**src/design/rfcs_pkg.sv**
```systemverilog
// Shared types and constants for the register file with context stack.
package rfcs_pkg;

    // Operation codes carried in the input transaction.
    localparam logic [2:0] OP_READ_GPR   = 3'd0;
    localparam logic [2:0] OP_WRITE_GPR  = 3'd1;
    localparam logic [2:0] OP_READ_CORE  = 3'd2;
    localparam logic [2:0] OP_WRITE_CORE = 3'd3;
    localparam logic [2:0] OP_SAVE       = 3'd4;
    localparam logic [2:0] OP_RESTORE    = 3'd5;

    // Status codes returned with every result.
    localparam logic [1:0] ST_OK        = 2'd0;
    localparam logic [1:0] ST_UNKNOWN   = 2'd1;
    localparam logic [1:0] ST_OVERFLOW  = 2'd2;
    localparam logic [1:0] ST_UNDERFLOW = 2'd3;

    // Words in one saved upper-context frame, and the general index of the pc.
    localparam int unsigned FRAME_WORDS = 15;
    localparam logic [5:0]  GPR_PC_IDX  = 6'd32;

    // Addresses of the four core special registers, by slot.
    localparam int unsigned   CORE_REGS = 4;
    localparam logic [15:0] CORE_ADDR [CORE_REGS] = '{16'hfe08, 16'hfe00, 16'hfe3c, 16'hfe38};

    // Input transaction payload.
    typedef struct packed {
        logic [2:0]  operation;
        logic [15:0] register_id;
        logic [31:0] write_value;
        logic [3:0]  instr_bytes;
    } t_in_item;

    // Result transaction payload.
    typedef struct packed {
        logic [31:0] read_value;
        logic [1:0]  status;
    } t_out_item;

    // Commands from the controller to the datapath.
    typedef struct packed {
        logic start;      // an input transaction is accepted this cycle
        logic save_step;  // write one frame word to the stack
        logic load_step;  // read one frame word back from the stack
        logic finish;     // the save or restore completes this cycle
        logic load_out;   // capture a result into the output register
    } t_dp_cmd;

    // Status from the datapath to the controller.
    typedef struct packed {
        logic go_save;  // offered transaction is a save that fits on the stack
        logic go_load;  // offered transaction is a restore with a frame to pop
        logic last;     // the current step is the final one of its sequence
    } t_dp_sts;

endpackage

```
**src/design/rfcs_ctrl.sv**
```systemverilog
// Controller state machine: sequences transactions, save and restore steps.
module rfcs_ctrl
    import rfcs_pkg::*;
(
    input  logic    i_clk,
    input  logic    i_rst_n,
    input  logic    i_in_valid,
    output logic    o_in_ready,
    output logic    o_out_valid,
    input  logic    i_out_ready,
    input  t_dp_sts i_sts,
    output t_dp_cmd o_cmd
);

    typedef enum logic [2:0] {
        S_IDLE = 3'b001,
        S_SAVE = 3'b010,
        S_LOAD = 3'b100
    } t_state;

    t_state r_state, n_state;
    logic   r_out_valid, n_out_valid;
    logic   accept;

    // A new transaction enters only when idle and the output register is free
    // or is being emptied in the same cycle.
    assign o_in_ready = (r_state == S_IDLE) && (!r_out_valid || i_out_ready);
    assign accept     = i_in_valid && o_in_ready;

    // Commands to the datapath.
    always_comb begin
        o_cmd           = '0;
        o_cmd.start     = accept;
        o_cmd.save_step = (r_state == S_SAVE);
        o_cmd.load_step = (r_state == S_LOAD);
        o_cmd.finish    = ((r_state == S_SAVE) || (r_state == S_LOAD)) && i_sts.last;
        o_cmd.load_out  = (accept && !i_sts.go_save && !i_sts.go_load) || o_cmd.finish;
    end

    // Next state.
    always_comb begin
        n_state = r_state;
        unique case (r_state)
            S_IDLE: begin
                if (accept && i_sts.go_save) begin
                    n_state = S_SAVE;
                end else if (accept && i_sts.go_load) begin
                    n_state = S_LOAD;
                end
            end
            S_SAVE, S_LOAD: begin
                if (i_sts.last) begin
                    n_state = S_IDLE;
                end
            end
            default: n_state = S_IDLE;
        endcase
    end

    // Output valid flag: set when a result is captured, cleared when taken.
    always_comb begin
        n_out_valid = r_out_valid;
        if (o_cmd.load_out) begin
            n_out_valid = 1'b1;
        end else if (i_out_ready) begin
            n_out_valid = 1'b0;
        end
    end

    always_ff @(posedge i_clk) begin
        if (!i_rst_n) begin
            r_state     <= S_IDLE;
            r_out_valid <= 1'b0;
        end else begin
            r_state     <= n_state;
            r_out_valid <= n_out_valid;
        end
    end

    assign o_out_valid = r_out_valid;

endmodule

```
**config.mk**
```make
export PLATFORM = sky130hd
export DESIGN_NAME = rfcs_ctrl
export DESIGN_NICKNAME = d
export VERILOG_FILES = /design/src/design/rfcs_pkg.sv /design/src/design/rfcs_ctrl.sv
export SDC_FILE = /design/constraint.sdc
export NUM_CORES = 1
export LEC_CHECK = 0
export ABC_AREA = 1
export ABC_CLOCK_PERIOD_IN_PS = 1900
export BUFFER_PORTS_ARGS = -buffer_cell sky130_fd_sc_hd__buf_2
export CAP_MARGIN = 25
export CORE_AREA = 3 3 40 42
export CTS_CLUSTER_DIAMETER = 50
export CTS_CLUSTER_SIZE = 30
export DETAILED_ROUTE_END_ITERATION = 16
export DIE_AREA = 0 0 43 45
export PLACE_DENSITY = 0.49
export REMOVE_ABC_BUFFERS = 1
export SYNTH_ARGS = -nofsm -noshare
export SYNTH_HDL_FRONTEND = slang
export SYNTH_SLANG_ARGS = --single-unit
export TNS_END_PERCENT = 10
```
**constraint.sdc**
```tcl
create_clock -name i_clk -period 1.9 [get_ports i_clk]
set_clock_uncertainty 0.15 [all_clocks]
set_input_delay 0.38 -clock i_clk [delete_from_list [all_inputs] [get_ports i_clk]]
set_output_delay 0.38 -clock i_clk [all_outputs]
set_load 0.01 [all_outputs]
```
After elaboration in Yosys (flattened, before gate mapping)

Index checks and enable logic that the tools add are counted.

Output and inout port bits: 7
Logic and storage cells: 29
Flip-flop bits (word level): 4
Input port bits: 7

Mux-type cells: 6
Eq/ne operators: 5
Reduce and logical (&&, ||, !) cells: 16

Operators with widths:

| kind                                                                     | number |
|---|---|
| 3-bit two-way mux                                                        | 3 |
| 1-bit logical AND                                                        | 7 |
| 3-bit one-hot mux with 2 select lines                                    | 1 |
| 3-bit by 1-bit equality test with 1-bit output (second input constant)   | 1 |
| 3-bit by 2-bit equality test with 1-bit output (second input constant)   | 1 |
| 3-bit equality test (second input constant)                              | 1 |
| 1-bit zero test                                                          | 3 |
| 1-bit logical OR                                                         | 3 |
| 3-bit by 1-bit inequality test with 1-bit output (second input constant) | 1 |
| 1-bit two-way mux                                                        | 2 |
| 2-bit inequality test (second input constant)                            | 1 |
| 2-bit AND reduction                                                      | 1 |
| 2-bit nonzero test                                                       | 1 |
| 2-bit OR reduction                                                       | 1 |

Longest topological paths before layout

Depth after elaboration: 8
Mapped depth: 9
Gate-level depth less buffers: 9

Least setup slack after synthesis

Ideal clock, no wire load.

Path kind: register to output
Start: register r_state[1]
End: output o_cmd[0] in the netlist's numbering
Required time: 1.370 ns
Slack: 0.464 ns
Cell stages (with the launch flop): 9
Data arrival time: 0.906 ns
Buffers on the path: 1
Cell sequence: dfxtp_1 -> inv_2 -> nand2_1 -> nor2_2 -> nand3_2 -> inv_2 -> nand2_2 -> nand2_1 -> buf_4

RTL lines:

| element                  | RTL line        | text |
|---|---|---|
| start: declaration       | rfcs_ctrl.sv:21 | `t_state r_state, n_state;` |
| start signal: assignment | rfcs_ctrl.sv:75 | `r_state <= n_state;` |
| end: declaration         | rfcs_ctrl.sv:12 | `output t_dp_cmd o_cmd` |

==> results.yml <==
cells_and_area:
  multi_input_area_um2: 155
  area.sequential_um2: 80.1
  final_nets: 74
  num_antenna_cells: 0
  final_area_um2: 390
  drive_above_1_share: 0.338
  fillCellCount: 148
  area_delta_synth_final_pct: 30.5
synthesis:
  synth_top_area_frac: 0.268
  syn_inst: 51
  ys_seq_area_frac: 0.268
  synthFlopType: "dfxtp_1"
  synth_warnings: 0
  ys_ff_latch: 4
  netlist_area_um2: 299
  synthArstFlopShare: 0
  synth_area_leaders: "dfxtp_1 27%, inv_1 14%, nand2_1 14%, nand3_1 10%, nor2_1 7.5%"
  syn_avg_cell_area_um2: 5.86
  synth_commonest_cells: "11 x inv_1, 11 x nand2_1, 6 x nand3_1, 6 x nor2_1, 4 x dfxtp_1"
  yosys.cell_types.count: 15
  synth_edf_count: 0
  yosys.area.top_type: "dfxtp_1"
timing:
  min_period_ns: 1.76
  relSlewSlack: 0.855
  final_hold_viol_count: 0
  slew_violations: 0
  setup_tns_ns: 0
  tightest_slew_ns: 0.215
  setup_violations: 0
  rsz0062_at_grt: "false"
  clock.fmax_ghz: 0.568
  finalCritPeriodShare: 0.926
global_route:
  grt_util_all_layers: 0.0757
  grt_max_degree: 6
  grt_pass1_vias: 261
  grt_pass1_wl_um: 1050
  antenna_found_initial: 0
  overflow: 0
critical_path:
  crit_family: "simple AND/OR/NAND/NOR gates"
  max_stage_delay_ns: 0.38
  worst_path_most_repeated_cell: "nand2_1"
  crit_path_start_kind: "flip-flop"
  worstPathCellList: "nand2_1 > nor2_2 > nand3_2 > inv_2 > nand2_2 > nand2_1 > buf_2"
  worst_ep_required_time_ns: 1.37
  crit_path_end_kind: "output port"
  cp_data_arrival_time_ns: 1.23
  worstSetupPathType: "flip-flop to output port"
  cp_max_fo: 5
  crit_buf_inv: 2
  crit_slowest_cell: "dfxtp_1"
floorplan:
  die_area_um2: 1940
  initial_core_util: 0.233
  coreArea_um2: 1280
  die_y_um: 45
  rows: 13
  die_x_um: 43
  pin_count: 14
drt:
  dr.first_iter.drc_count: 7
  viasPerCell: 4.05
  ant_nets: 0
  drt-pass1-iter-count: 4
  routed_wl_um: 643
  vias: 324
  drc_errors: 0
  routedWlPerCell_um: 8.04
status:
  status: "finished, final reports clean"
worst_hold_path:
  hold_path.class: "input pin to flip-flop"
clocking:
  clkSinkCount: 4
  cts_hold_buf: 0
  postCtsSetupRepairBufs: 0
  cts-resized-gates: 0
  cts_max_path_buffers: 2
  ctsRootBufferMaster: "clkbuf_4"
  insertion_delay_ns: 0.23
  cts_tree: "done"
  cts.reportedPaths.clkPinSlew_ns: 0.04
  cts_buffers: 3
  htree_levels: 1
placed_design:
  portBuffers: 13
  dpl_cell_area_um2: 368
  dp_hpwl_um: 537
  place.gp.congestion: 0.685
run:
  cap_violations: 0
power:
  power_density_nw_per_um2: 1260
  vdd.ir_drop.worst_v: 0.000535
  p_leak_nw: 0.274
==> sequential cells by signal, indices dropped and copies added, names as in the netlist <==
signal and flops:
r_state 3, o_out_valid 1
==> stage by stage <==
stage	hold WS (ns)	std cells	utilization	power [mW]	setup WS [ns]
final	0.232	80	0.304	0.493	0.141
after global placement	0.394	77	0.286	0.399	0.344
after CTS	0.223	80	0.304	0.505	0.116
after floorplan	0.314	49	-	0.321	0.493
after global routing	0.237	80	0.304	0.552	0.0119
after detailed placement	0.394	77	0.286	0.398	0.338
==> worst register-to-register path, stage by stage (launching register included) <==
cell     delay, ns
dfxtp_1       0.40
inv_1         0.10
nand2_1       0.10
nand3_1       0.10
nand2_1       0.14
nand2_1       0.06
nor2_1        0.08
nor2_1        0.05
==> layout make-up <==
class | instances | area share
inverters | 13 | 0.125
flip-flops and latches | 4 | 0.205
repair buffers | 13 | 0.167
multi-input cells | 32 | 0.397
clock buffers | 3 | 0.0577
well taps | 15 | 0.0481
==> cells by family (layout without fill, tap and decap cells) <==
group | count (synthesis) | after routing | synth area share
AO/OA/AOI/OAI | 4 | 4 | 0.0711
AND/OR/NAND/NOR | 28 | 28 | 0.448
buffers and inverters | 15 | 29 | 0.213
flip-flops | 4 | 4 | 0.268
==> final timing paths <==
kind         startpoint  cells after the start  slack (ns)         end
max          r_state[0]                      7        0.14    o_cmd[0]
min             i_rst_n                      2        0.23  r_state[0]
max reg2reg  r_state[2]                      7        0.61  r_state[2]
min reg2reg  r_state[2]                      2        0.41  r_state[2]
==> power breakdown <==
group | leakage (nW) | internal, mW | switching (mW)
Clock | 0.0138 | 0.0703 | 0.0293
Combinational | 0.227 | 0.0998 | 0.159
Sequential | 0.0330 | 0.110 | 0.0254
==> cells in the final DEF (no fill, tap or decap), drive strengths merged <==
cell type	n
a31oi	1
nand3	7
clkbuf	3
inv	13
a21oi	1
nor3	1
dfxtp	4
o21ai	2
buf	13
nand4	1
nand2	12
nor2	7
==> layer usage <==
layer,GRT usage,share of wire
met4,0,0
met5,0,0
met3,0.0598,0.12
met2,0.0958,0.36
met1,0.106,0.52
Note: power is estimated with default switching activity, not from simulation.
